==> src/hw/rtl/pdv_pkg.sv <==
// pdv_pkg: shared types, widths and constants for the pose difference velocity unit.
// Holds the word structs, the sequencer state type and the CORDIC arctangent table.
// No dependencies.
package pdv_pkg;

	// field widths of the words
	localparam int POS_W      = 32;
	localparam int HEAD_W     = 16;
	localparam int SPEED_W    = 48;
	localparam int DIR_W      = 16;
	localparam int TURN_W     = 24;
	localparam int RATE_W     = 10;

	// rate register value after reset
	localparam logic [RATE_W-1:0] RATE_RESET = 10'd100;

	// position step and CORDIC datapath
	localparam int DELTA_W      = POS_W + 1;
	localparam int GUARD_BITS   = 16;
	localparam int CORDIC_W     = 53;
	localparam int MAG_W        = CORDIC_W - 1;
	localparam int Z_W          = 30;
	localparam int CORDIC_STEPS = 20;
	localparam int ITER_W       = $clog2(CORDIC_STEPS);
	localparam int ATAN_IDX_W   = 5;

	// angle accumulator counts degrees * 2^20; half turn is 180 degrees
	localparam logic signed [Z_W-1:0] HALF_TURN = 30'sd188743680;

	// gain correction: floor(mag * INV_GAIN / 2^32), one 4-bit digit per cycle
	localparam int GAIN_W      = 32;
	localparam logic [GAIN_W-1:0] INV_GAIN = 32'h9B74_EDA8;
	localparam int GAIN_DIG_W  = 4;
	localparam int GAIN_STEPS  = GAIN_W / GAIN_DIG_W;
	localparam int GCNT_W      = $clog2(GAIN_STEPS);
	localparam int GACC_W      = MAG_W + GAIN_DIG_W;

	// rate products, one rate bit per cycle
	localparam int RCNT_W      = $clog2(RATE_W);
	localparam int SPEED_ACC_W = MAG_W + RATE_W;
	localparam int HEAD_DIFF_W = HEAD_W + 1;
	localparam int TURN_ACC_W  = HEAD_DIFF_W + RATE_W + 1;

	// output scaling
	localparam logic [SPEED_ACC_W-1:0] SPEED_HALF =
		SPEED_ACC_W'(1) << (GUARD_BITS - 1);
	localparam int ANGLE_SHIFT = 13;
	localparam int DIR_FULL_W  = Z_W - ANGLE_SHIFT;
	localparam logic signed [Z_W-1:0] ANGLE_HALF = Z_W'(1) <<< (ANGLE_SHIFT - 1);
	localparam logic signed [DIR_FULL_W-1:0] DIR_MAX = DIR_FULL_W'(23040);
	localparam logic signed [DIR_FULL_W-1:0] DIR_MIN = -DIR_FULL_W'(23040);
	localparam logic signed [TURN_ACC_W-1:0] TURN_MAX = TURN_ACC_W'(8388607);
	localparam logic signed [TURN_ACC_W-1:0] TURN_MIN = -TURN_ACC_W'(8388608);

	// input word
	typedef struct packed {
		logic signed [POS_W-1:0]  pos_x;
		logic signed [POS_W-1:0]  pos_y;
		logic signed [HEAD_W-1:0] heading;
	} pdv_in_t;

	// result word
	typedef struct packed {
		logic [SPEED_W-1:0]       speed;
		logic signed [DIR_W-1:0]  direction;
		logic signed [TURN_W-1:0] turn_rate;
	} pdv_out_t;

	// top-level sequencer
	typedef enum logic [2:0] {
		ST_IDLE,
		ST_PREP,
		ST_CORDIC,
		ST_GAIN,
		ST_RATE,
		ST_FIN
	} pdv_state_t;

	// atan(2^-i) in degrees * 2^20, rounded to nearest
	function automatic logic signed [Z_W-1:0] atan_lut(input logic [ATAN_IDX_W-1:0] idx);
		logic signed [Z_W-1:0] v;
		case (idx)
			5'd0:    v = Z_W'(47185920);
			5'd1:    v = Z_W'(27855475);
			5'd2:    v = Z_W'(14718068);
			5'd3:    v = Z_W'(7471121);
			5'd4:    v = Z_W'(3750058);
			5'd5:    v = Z_W'(1876857);
			5'd6:    v = Z_W'(938658);
			5'd7:    v = Z_W'(469357);
			5'd8:    v = Z_W'(234682);
			5'd9:    v = Z_W'(117342);
			5'd10:   v = Z_W'(58671);
			5'd11:   v = Z_W'(29335);
			5'd12:   v = Z_W'(14668);
			5'd13:   v = Z_W'(7334);
			5'd14:   v = Z_W'(3667);
			5'd15:   v = Z_W'(1833);
			5'd16:   v = Z_W'(917);
			5'd17:   v = Z_W'(458);
			5'd18:   v = Z_W'(229);
			5'd19:   v = Z_W'(115);
			5'd20:   v = Z_W'(57);
			5'd21:   v = Z_W'(29);
			5'd22:   v = Z_W'(14);
			5'd23:   v = Z_W'(7);
			5'd24:   v = Z_W'(4);
			5'd25:   v = Z_W'(2);
			5'd26:   v = Z_W'(1);
			default: v = '0;
		endcase
		return v;
	endfunction

endpackage

==> src/hw/rtl/pdv_cordic.sv <==
// pdv_cordic: iterative CORDIC in vectoring mode, one micro-rotation per clock.
// Yields the gained vector length and the angle in degrees * 2^20.
// Depends on pdv_pkg.
module pdv_cordic (
	input  logic                                clk,
	input  logic                                arst_n,
	input  logic                                start,
	input  logic signed [pdv_pkg::DELTA_W-1:0]  dx,
	input  logic signed [pdv_pkg::DELTA_W-1:0]  dy,
	output logic                                done,
	output logic [pdv_pkg::MAG_W-1:0]           mag,
	output logic signed [pdv_pkg::Z_W-1:0]      angle
);

	logic signed [pdv_pkg::CORDIC_W-1:0] x_q, y_q, x_ld, y_ld, xs, ys;
	logic signed [pdv_pkg::Z_W-1:0]      z_q, z_ld, at;
	logic [pdv_pkg::ITER_W-1:0]          cnt_q;
	logic                                run_q, done_q;

	// step scaled by 2^16, sign-extended to the datapath width
	assign x_ld = {{(pdv_pkg::CORDIC_W - pdv_pkg::DELTA_W - pdv_pkg::GUARD_BITS){dx[pdv_pkg::DELTA_W-1]}},
		dx, {pdv_pkg::GUARD_BITS{1'b0}}};
	assign y_ld = {{(pdv_pkg::CORDIC_W - pdv_pkg::DELTA_W - pdv_pkg::GUARD_BITS){dy[pdv_pkg::DELTA_W-1]}},
		dy, {pdv_pkg::GUARD_BITS{1'b0}}};

	// half-turn pre-rotation for steps pointing to negative x
	always_comb begin
		if (dy[pdv_pkg::DELTA_W-1]) begin
			z_ld = -pdv_pkg::HALF_TURN;
		end else begin
			z_ld = pdv_pkg::HALF_TURN;
		end
	end

	// shifted operands (arithmetic shift floors) and table entry
	assign xs = x_q >>> cnt_q;
	assign ys = y_q >>> cnt_q;
	assign at = pdv_pkg::atan_lut(pdv_pkg::ATAN_IDX_W'(cnt_q));

	// iteration control
	always_ff @(posedge clk or negedge arst_n) begin
		if (!arst_n) begin
			run_q  <= 1'b0;
			done_q <= 1'b0;
			cnt_q  <= '0;
		end else begin
			done_q <= 1'b0;
			if (start) begin
				run_q <= 1'b1;
				cnt_q <= '0;
			end else if (run_q) begin
				cnt_q <= cnt_q + pdv_pkg::ITER_W'(1);
				if (cnt_q == pdv_pkg::ITER_W'(pdv_pkg::CORDIC_STEPS - 1)) begin
					run_q  <= 1'b0;
					done_q <= 1'b1;
				end
			end
		end
	end

	// x, y, z datapath
	always_ff @(posedge clk) begin
		if (start) begin
			if (dx[pdv_pkg::DELTA_W-1]) begin
				x_q <= -x_ld;
				y_q <= -y_ld;
				z_q <= z_ld;
			end else begin
				x_q <= x_ld;
				y_q <= y_ld;
				z_q <= '0;
			end
		end else if (run_q) begin
			if (!y_q[pdv_pkg::CORDIC_W-1]) begin
				x_q <= x_q + ys;
				y_q <= y_q - xs;
				z_q <= z_q + at;
			end else begin
				x_q <= x_q - ys;
				y_q <= y_q + xs;
				z_q <= z_q - at;
			end
		end
	end

	assign done  = done_q;
	assign mag   = x_q[pdv_pkg::CORDIC_W-1] ? '0 : x_q[pdv_pkg::MAG_W-1:0];
	assign angle = z_q;

endmodule

==> src/hw/rtl/pdv_gain_mul.sv <==
// pdv_gain_mul: digit-serial removal of the CORDIC gain, floor(mag * K / 2^32).
// The constant K is shifted out 4 bits a cycle, LSB digit first; the partial sum shifts right.
// Depends on pdv_pkg.
module pdv_gain_mul (
	input  logic                       clk,
	input  logic                       arst_n,
	input  logic                       start,
	input  logic [pdv_pkg::MAG_W-1:0]  mag,
	output logic                       done,
	output logic [pdv_pkg::MAG_W-1:0]  len
);

	logic [pdv_pkg::GAIN_W-1:0]     g_sr_q;
	logic [pdv_pkg::MAG_W-1:0]      acc_q;
	logic [pdv_pkg::GAIN_DIG_W-1:0] dig;
	logic [pdv_pkg::GACC_W-1:0]     prod, sum;
	logic [pdv_pkg::GCNT_W-1:0]     cnt_q;
	logic                           run_q, done_q;

	// one digit of the constant times the magnitude, added to the carried sum
	assign dig  = g_sr_q[pdv_pkg::GAIN_DIG_W-1:0];
	assign prod = mag * dig;
	assign sum  = pdv_pkg::GACC_W'(acc_q) + prod;

	// step control
	always_ff @(posedge clk or negedge arst_n) begin
		if (!arst_n) begin
			run_q  <= 1'b0;
			done_q <= 1'b0;
			cnt_q  <= '0;
		end else begin
			done_q <= 1'b0;
			if (start) begin
				run_q <= 1'b1;
				cnt_q <= '0;
			end else if (run_q) begin
				cnt_q <= cnt_q + pdv_pkg::GCNT_W'(1);
				if (cnt_q == pdv_pkg::GCNT_W'(pdv_pkg::GAIN_STEPS - 1)) begin
					run_q  <= 1'b0;
					done_q <= 1'b1;
				end
			end
		end
	end

	// constant shift register and right-shifting accumulator
	always_ff @(posedge clk) begin
		if (start) begin
			g_sr_q <= pdv_pkg::INV_GAIN;
			acc_q  <= '0;
		end else if (run_q) begin
			g_sr_q <= g_sr_q >> pdv_pkg::GAIN_DIG_W;
			acc_q  <= sum[pdv_pkg::GACC_W-1:pdv_pkg::GAIN_DIG_W];
		end
	end

	assign done = done_q;
	assign len  = acc_q;

endmodule

==> src/hw/rtl/pdv_rate_mul.sv <==
// pdv_rate_mul: bit-serial products of length and heading step with the sample rate.
// The rate is shifted out MSB first; both accumulators double and add each cycle.
// Depends on pdv_pkg.
module pdv_rate_mul (
	input  logic                                    clk,
	input  logic                                    arst_n,
	input  logic                                    start,
	input  logic [pdv_pkg::MAG_W-1:0]               len,
	input  logic signed [pdv_pkg::HEAD_DIFF_W-1:0]  dh,
	input  logic [pdv_pkg::RATE_W-1:0]              rate,
	output logic                                    done,
	output logic [pdv_pkg::SPEED_ACC_W-1:0]         len_prod,
	output logic signed [pdv_pkg::TURN_ACC_W-1:0]   turn_prod
);

	logic [pdv_pkg::RATE_W-1:0]             r_sr_q;
	logic [pdv_pkg::SPEED_ACC_W-1:0]        acc_q, len_term;
	logic signed [pdv_pkg::TURN_ACC_W-1:0]  tacc_q, turn_term;
	logic [pdv_pkg::RCNT_W-1:0]             cnt_q;
	logic                                   run_q, done_q, bit_now;

	// current rate bit selects the addends
	assign bit_now   = r_sr_q[pdv_pkg::RATE_W-1];
	assign len_term  = bit_now ? pdv_pkg::SPEED_ACC_W'(len) : '0;
	assign turn_term = bit_now ? pdv_pkg::TURN_ACC_W'(dh) : '0;

	// step control
	always_ff @(posedge clk or negedge arst_n) begin
		if (!arst_n) begin
			run_q  <= 1'b0;
			done_q <= 1'b0;
			cnt_q  <= '0;
		end else begin
			done_q <= 1'b0;
			if (start) begin
				run_q <= 1'b1;
				cnt_q <= '0;
			end else if (run_q) begin
				cnt_q <= cnt_q + pdv_pkg::RCNT_W'(1);
				if (cnt_q == pdv_pkg::RCNT_W'(pdv_pkg::RATE_W - 1)) begin
					run_q  <= 1'b0;
					done_q <= 1'b1;
				end
			end
		end
	end

	// rate shift register and the two shift-add accumulators
	always_ff @(posedge clk) begin
		if (start) begin
			r_sr_q <= rate;
			acc_q  <= '0;
			tacc_q <= '0;
		end else if (run_q) begin
			r_sr_q <= r_sr_q << 1;
			acc_q  <= (acc_q << 1) + len_term;
			tacc_q <= (tacc_q <<< 1) + turn_term;
		end
	end

	assign done      = done_q;
	assign len_prod  = acc_q;
	assign turn_prod = tacc_q;

endmodule

==> src/hw/rtl/pose_difference_velocity_unit.sv <==
// Each word runs through the sequencer states PREP, CORDIC, GAIN, RATE and FIN in turn:
// the 20-step CORDIC, the 8-digit gain multiply and the 10-bit serial rate multiply, each
// begun by a load, then the output register is filled once it is free. A new input word is
// taken only in IDLE; a finished word may wait in the output register while the next is worked.
// Reset (arst_n low, asynchronous): sequencer idle, no result pending, sample rate 100,
// previous pose (0, 0, 0). Depends on pdv_pkg, pdv_cordic, pdv_gain_mul, pdv_rate_mul.
module pose_difference_velocity_unit (
	input  logic                         clk,
	input  logic                         arst_n,
	input  logic                         cfg_valid,
	output logic                         cfg_ready,
	input  logic [pdv_pkg::RATE_W-1:0]   cfg_data,
	input  logic                         in_valid,
	output logic                         in_ready,
	input  pdv_pkg::pdv_in_t             in_data,
	output logic                         out_valid,
	input  logic                         out_ready,
	output pdv_pkg::pdv_out_t            out_data
);

	pdv_pkg::pdv_state_t state_q, state_d;

	logic [pdv_pkg::RATE_W-1:0]              rate_q;
	logic signed [pdv_pkg::POS_W-1:0]        last_x_q, last_y_q;
	logic signed [pdv_pkg::HEAD_W-1:0]       last_h_q;
	logic signed [pdv_pkg::DELTA_W-1:0]      dx_q, dy_q;
	logic signed [pdv_pkg::HEAD_DIFF_W-1:0]  dh_q;
	logic                                    zero_q;
	pdv_pkg::pdv_out_t                       out_q;
	logic                                    out_valid_q;

	logic in_fire, out_fire, out_load;
	logic cordic_start, gain_start, rate_start;
	logic cordic_done, gain_done, rate_done;
	logic [pdv_pkg::MAG_W-1:0]               mag, len;
	logic signed [pdv_pkg::Z_W-1:0]          angle, z_rnd;
	logic [pdv_pkg::SPEED_ACC_W-1:0]         len_prod, spd_rnd;
	logic signed [pdv_pkg::TURN_ACC_W-1:0]   turn_prod;
	logic signed [pdv_pkg::DIR_FULL_W-1:0]   dir_full, dir_sat;
	logic signed [pdv_pkg::TURN_ACC_W-1:0]   turn_sat;

	assign in_fire  = in_valid & in_ready;
	assign out_fire = out_valid_q & out_ready;

	// configuration register
	assign cfg_ready = 1'b1;
	always_ff @(posedge clk or negedge arst_n) begin
		if (!arst_n) begin
			rate_q <= pdv_pkg::RATE_RESET;
		end else if (cfg_valid && cfg_ready) begin
			rate_q <= cfg_data;
		end
	end

	// previous pose
	always_ff @(posedge clk or negedge arst_n) begin
		if (!arst_n) begin
			last_x_q <= '0;
			last_y_q <= '0;
			last_h_q <= '0;
		end else if (in_fire) begin
			last_x_q <= $signed(in_data.pos_x);
			last_y_q <= $signed(in_data.pos_y);
			last_h_q <= $signed(in_data.heading);
		end
	end

	// pose differences, taken exactly at acceptance
	always_ff @(posedge clk) begin
		if (in_fire) begin
			dx_q   <= pdv_pkg::DELTA_W'($signed(in_data.pos_x)) - pdv_pkg::DELTA_W'(last_x_q);
			dy_q   <= pdv_pkg::DELTA_W'($signed(in_data.pos_y)) - pdv_pkg::DELTA_W'(last_y_q);
			dh_q   <= pdv_pkg::HEAD_DIFF_W'($signed(in_data.heading))
				- pdv_pkg::HEAD_DIFF_W'(last_h_q);
			zero_q <= (in_data.pos_x == last_x_q) && (in_data.pos_y == last_y_q);
		end
	end

	// sequencer: next state
	always_comb begin
		state_d = state_q;
		case (state_q)
			pdv_pkg::ST_IDLE:   if (in_fire) state_d = pdv_pkg::ST_PREP;
			pdv_pkg::ST_PREP:   state_d = pdv_pkg::ST_CORDIC;
			pdv_pkg::ST_CORDIC: if (cordic_done) state_d = pdv_pkg::ST_GAIN;
			pdv_pkg::ST_GAIN:   if (gain_done) state_d = pdv_pkg::ST_RATE;
			pdv_pkg::ST_RATE:   if (rate_done) state_d = pdv_pkg::ST_FIN;
			pdv_pkg::ST_FIN:    if (!out_valid_q || out_ready) state_d = pdv_pkg::ST_IDLE;
			default:            state_d = pdv_pkg::ST_IDLE;
		endcase
	end

	// sequencer: outputs
	always_comb begin
		in_ready     = 1'b0;
		cordic_start = 1'b0;
		gain_start   = 1'b0;
		rate_start   = 1'b0;
		out_load     = 1'b0;
		case (state_q)
			pdv_pkg::ST_IDLE:   in_ready = 1'b1;
			pdv_pkg::ST_PREP:   cordic_start = 1'b1;
			pdv_pkg::ST_CORDIC: gain_start = cordic_done;
			pdv_pkg::ST_GAIN:   rate_start = gain_done;
			pdv_pkg::ST_RATE:   ;
			pdv_pkg::ST_FIN:    out_load = !out_valid_q || out_ready;
			default:            ;
		endcase
	end

	always_ff @(posedge clk or negedge arst_n) begin
		if (!arst_n) begin
			state_q <= pdv_pkg::ST_IDLE;
		end else begin
			state_q <= state_d;
		end
	end

	pdv_cordic u_cordic (
		.clk    (clk),
		.arst_n (arst_n),
		.start  (cordic_start),
		.dx     (dx_q),
		.dy     (dy_q),
		.done   (cordic_done),
		.mag    (mag),
		.angle  (angle)
	);

	pdv_gain_mul u_gain (
		.clk    (clk),
		.arst_n (arst_n),
		.start  (gain_start),
		.mag    (mag),
		.done   (gain_done),
		.len    (len)
	);

	pdv_rate_mul u_rate (
		.clk       (clk),
		.arst_n    (arst_n),
		.start     (rate_start),
		.len       (len),
		.dh        (dh_q),
		.rate      (rate_q),
		.done      (rate_done),
		.len_prod  (len_prod),
		.turn_prod (turn_prod)
	);

	// rounding and clamping of the final values
	assign spd_rnd  = len_prod + pdv_pkg::SPEED_HALF;
	assign z_rnd    = angle + pdv_pkg::ANGLE_HALF;
	assign dir_full = z_rnd[pdv_pkg::Z_W-1:pdv_pkg::ANGLE_SHIFT];

	always_comb begin
		if (dir_full > pdv_pkg::DIR_MAX) begin
			dir_sat = pdv_pkg::DIR_MAX;
		end else if (dir_full < pdv_pkg::DIR_MIN) begin
			dir_sat = pdv_pkg::DIR_MIN;
		end else begin
			dir_sat = dir_full;
		end
		if (turn_prod > pdv_pkg::TURN_MAX) begin
			turn_sat = pdv_pkg::TURN_MAX;
		end else if (turn_prod < pdv_pkg::TURN_MIN) begin
			turn_sat = pdv_pkg::TURN_MIN;
		end else begin
			turn_sat = turn_prod;
		end
	end

	// output register: a finished word waits here while the next is being worked
	always_ff @(posedge clk or negedge arst_n) begin
		if (!arst_n) begin
			out_valid_q <= 1'b0;
		end else if (out_load) begin
			out_valid_q <= 1'b1;
		end else if (out_fire) begin
			out_valid_q <= 1'b0;
		end
	end

	always_ff @(posedge clk) begin
		if (out_load) begin
			if (zero_q) begin
				out_q.speed     <= '0;
				out_q.direction <= '0;
			end else begin
				out_q.speed     <= pdv_pkg::SPEED_W'(
					spd_rnd[pdv_pkg::SPEED_ACC_W-1:pdv_pkg::GUARD_BITS]);
				out_q.direction <= dir_sat[pdv_pkg::DIR_W-1:0];
			end
			out_q.turn_rate <= turn_sat[pdv_pkg::TURN_W-1:0];
		end
	end

	assign out_valid = out_valid_q;
	assign out_data  = out_q;

endmodule

==> config.mk <==
export PLATFORM = sky130hd
export DESIGN_NAME = pose_difference_velocity_unit
export DESIGN_NICKNAME = d
export VERILOG_FILES = /design/src/hw/rtl/pdv_pkg.sv /design/src/hw/rtl/pdv_cordic.sv /design/src/hw/rtl/pdv_gain_mul.sv /design/src/hw/rtl/pdv_rate_mul.sv /design/src/hw/rtl/pose_difference_velocity_unit.sv
export SDC_FILE = /design/constraint.sdc
export NUM_CORES = 2
export LEC_CHECK = 0
export BUFFER_PORTS_ARGS = -buffer_cell sky130_fd_sc_hd__buf_2
export CORE_ASPECT_RATIO = 0.6
export CORE_MARGIN = 2
export CORE_UTILIZATION = 40
export DETAILED_ROUTE_END_ITERATION = 8
export SETUP_SLACK_MARGIN = 0.15
export SLEW_MARGIN = 25
export SYNTH_ARGS = -nofsm -noshare
export SYNTH_HDL_FRONTEND = slang
export SYNTH_HIERARCHICAL = 1
export SYNTH_SLANG_ARGS = --single-unit
==> constraint.sdc <==
create_clock -name clk -period 6.95 [get_ports clk]
set_clock_uncertainty 0.05 [all_clocks]
set_input_delay 1.0425 -clock clk [delete_from_list [all_inputs] [get_ports clk]]
set_output_delay 1.0425 -clock clk [all_outputs]
set_load 0.02 [all_outputs]
==> results.yml <==
floorplan:
  ioPinCount: 186
  die_area_um2: 154000
  core_um2: 150000
  die_y_um: 305
  num_rows: 110
  die_width_um: 505
  start_util: 0.403
place:
  place.detailed.hpwl_mm: 167
  placed_cells: 9220
  io_buffers: 182
  routabilityCongestion: 0.999
logic_synthesis:
  synthMuxAreaShare: 0.0980
  synth_xor_area_frac: 0.0719
  synth-compound-area-share: 0.200
  synth_flop_cell: "edfxtp_1"
  synth_edf_count: 316
  seq_area_frac_synth: 0.258
  syn_area_per_cell_um2: 8.81
  synthArstFlopShare: 0.190
  synthAdderAreaFrac: 0.130
  synth_top_family_by_area: "compound AO/OA/AOI/OAI gates"
  synth-seq-cells: 591
  synthSimpleGateAreaFrac: 0.187
  synth_area_um2: 60400
  yosysUniqueCellTypes: 134
  synth_warnings: 6
  syn_inst: 6854
clocking:
  clock-sinks: 591
  worstSkewPairLatency_ns: 0.72
  holdBufCountCts: 0
  cts_buffers: 67
  path_clk_slew_ns: 0.07
  cts_tree: "built"
  cts_root_buffer: "clkbuf_16"
  clock_path_buffers: 3
  htree_levels: 3
status:
  outcome: "finished clean"
route:
  first_iter_violations: 6084
  routedWlPerCell_um: 22.5
  via_count: 55100
  antenna_left: 0
  dr.pass1.iters: 6
  remaining_drc_errors: 0
  routed_via_density: 5.88
  routed_wirelength_mm: 211
worst_setup_path:
  cp.depth: 28
  crit_top_cell: "buf_4"
  start_kind: "register"
  cp.required_ns: 7.46
  endpoint: "u_cordic/y_q[41]$_DFFE_PP_"
  critPathLaunch: "u_cordic/cnt_q[0]$_DFFE_PN0P_"
  rr_worst_depth: 28
  path_max_fanout: 17
  r2r_start: "u_cordic/cnt_q[0]$_DFFE_PN0P_"
  critPathTopFamily: "compound AO/OA/AOI/OAI gates"
  worstReg2RegEnd: "u_cordic/y_q[41]$_DFFE_PP_"
  slowest_stage: "dfrtp_4"
  crit_buf_inv: 9
  arrival_ns: 7.16
  criticalPathCategory: "register to register"
  regToRegSetupSlack_ns: 0.30
  cpPeakStageDelay_ns: 0.61
  endpoint_kind: "register"
timing:
  slew_viol_final: 0
  fin_hold_ws_ns: 0.228
  finalSetupViolations: 0
  slew_headroom: 0.224
  worst_slew_pin_slew_ns: 1.13
  fin_crit_ns: 6.65
  fmaxAchievable_mhz: 150
  rsz0062_at_grt: "true"
  hold_violations: 0
  finalCritPeriodShare: 0.956
global_routing:
  grt_overflow_total: 0
  grt_max_degree: 200
  grt_pass1_vias: 50200
  grt_use_total: 0.264
  antenna_found_initial: 8
  grt_pass1_wl_mm: 317
finish:
  regArea_um2: 15600
  nFillCells: 14500
  final_layout_size_suffix_gt1_frac: 0.171
  final_cells: 9374
  nets: 7931
  multi_input_area_um2: 41800
  areaGrowthSynthToFinish_pct: 14.6
job:
  drv_cap: 0
min_path:
  timing.hold.worst.class: "input pin to async pin"
-- placed cells by master, fill, tap and decap left out, drive strengths merged, types with 122 or more instances in the layout --
master,synthesis,routed
fa,158,158
inv,443,452
nand3,136,136
xnor2,302,302
nor2,556,556
a21o,180,180
o21ai,423,423
dfxtp,163,163
mux2i,141,141
and2,317,317
buf,117,727
nor2b,122,122
edfxtp,316,316
nand2,541,541
mux4,151,151
ha,375,375
xor2,191,191
a21oi,486,486
-- logic make-up (layout without fill, tap and decap cells) --
family	Yosys count	count (layout)
simple gates	2225	2225
compound gates	1829	1829
buf+inv	797	1299
flops	591	591
fa+ha+maj	533	533
xor+xnor	494	494
mux	383	383
other cells	2	4
-- repair_timing --
action	CTS	global route
endpoints found under the setup margin	10	34
pin swaps	0	15
resized for setup	4	73
setup buffers	4	25
gates cloned	0	1
hold endpoints to repair	0	0
-- final cells by class --
cell class	count	share of cell area
Multi-Input combinational cell	5467	0.605
Clock inverter	38	0.00582
Sequential cell	591	0.225
Timing Repair Buffer	729	0.0769
Clock buffer	85	0.0266
Tap cell	2016	0.0365
Antenna cell	1	0.0000362
Inverter	447	0.0243
-- metrics by stage --
| stage | area [um^2] | setup TNS, ns | setup WS [ns] | util |
|---|---|---|---|---|
| finish | 69200 | 0 | 0.303 | 0.461 |
| CTS | 68600 | 0 | 0.169 | 0.458 |
| detailed placement | 66300 | -0.115 | -0.115 | 0.443 |
| global route | 69200 | 0 | 0.0790 | 0.461 |
| floorplan | 60400 | 0 | 0.488 | - |
| global placement | 66300 | 0 | 0.0562 | 0.443 |
-- synth_stat cells (40+ instances only) --
cell | count | area (um^2)
a31oi_1 | 66 | 413
nor3_1 | 111 | 556
and3_1 | 54 | 338
xor2_1 | 191 | 1670
o21bai_1 | 49 | 368
o21ai_0 | 406 | 2030
nor2b_1 | 122 | 763
mux2_2 | 89 | 1000
a22o_1 | 42 | 368
and2_1 | 312 | 1950
a21o_1 | 180 | 1350
nand2_1 | 539 | 2020
o31ai_1 | 60 | 450
or3_1 | 61 | 382
ha_1 | 375 | 4690
edfxtp_1 | 316 | 9490
mux4_2 | 131 | 2950
nor2_1 | 556 | 2090
a21oi_1 | 482 | 2410
inv_1 | 441 | 1660
o211ai_1 | 42 | 315
o21a_1 | 53 | 398
mux2i_1 | 141 | 1410
clkbuf_1 | 224 | 841
xnor2_1 | 302 | 2650
or2_2 | 40 | 250
dfxtp_1 | 163 | 3260
fa_1 | 158 | 3160
nand2b_1 | 55 | 344
dfrtp_1 | 109 | 2730
buf_1 | 54 | 203
nand4_1 | 75 | 469
a211oi_1 | 71 | 533
nand3_1 | 133 | 666
-- layer usage --
metal | share of wire | global-route usage | vias up
met5 | 0 | 0 | -
met4 | 0.016 | 0.0448 | 0
met3 | 0.11 | 0.0779 | 199
met2 | 0.36 | 0.326 | 2330
met1 | 0.51 | 0.437 | 26800
li1 | - | - | 25800
-- registers in the layout (all words and copies together), names as in the netlist, 4 cells and up --
register,cells
rate_q,10
out_data,86
u_rate/len_prod,62
u_gain/g_sr_q,21
last_x_q,32
dy_q,33
u_rate/r_sr_q,10
u_cordic/angle,30
dh_q,17
u_gain/len,52
u_cordic/x_q,53
dx_q,33
u_cordic/cnt_q,5
last_h_q,16
last_y_q,32
u_rate/turn_prod,28
u_rate/cnt_q,4
u_cordic/y_q,53
-- how the worst min path moves through the flow --
stage                                              start                             end  slack [ns]  cells after the start
final                                             arst_n        last_y_q[14]$_DFFE_PN0P_        0.23                      1
after global routing                              arst_n         last_y_q[9]$_DFFE_PN0P_        0.22                      1
after CTS                                         arst_n         last_y_q[1]$_DFFE_PN0P_        0.20                      1
after detailed placement  u_gain/g_sr_q[11]$_SDFFE_PP1P_   u_gain/g_sr_q[7]$_SDFFE_PP1P_        0.39                      1
after global placement    u_gain/g_sr_q[28]$_SDFFE_PP1P_  u_gain/g_sr_q[28]$_SDFFE_PP1P_        0.39                      1
after floorplan           u_gain/g_sr_q[15]$_SDFFE_PP1P_  u_gain/g_sr_q[11]$_SDFFE_PP1P_        0.38                      1
Power is left out: the tool's default activity adds up to more than one toggle a clock period on the data nets, which glitch-free logic cannot reach.
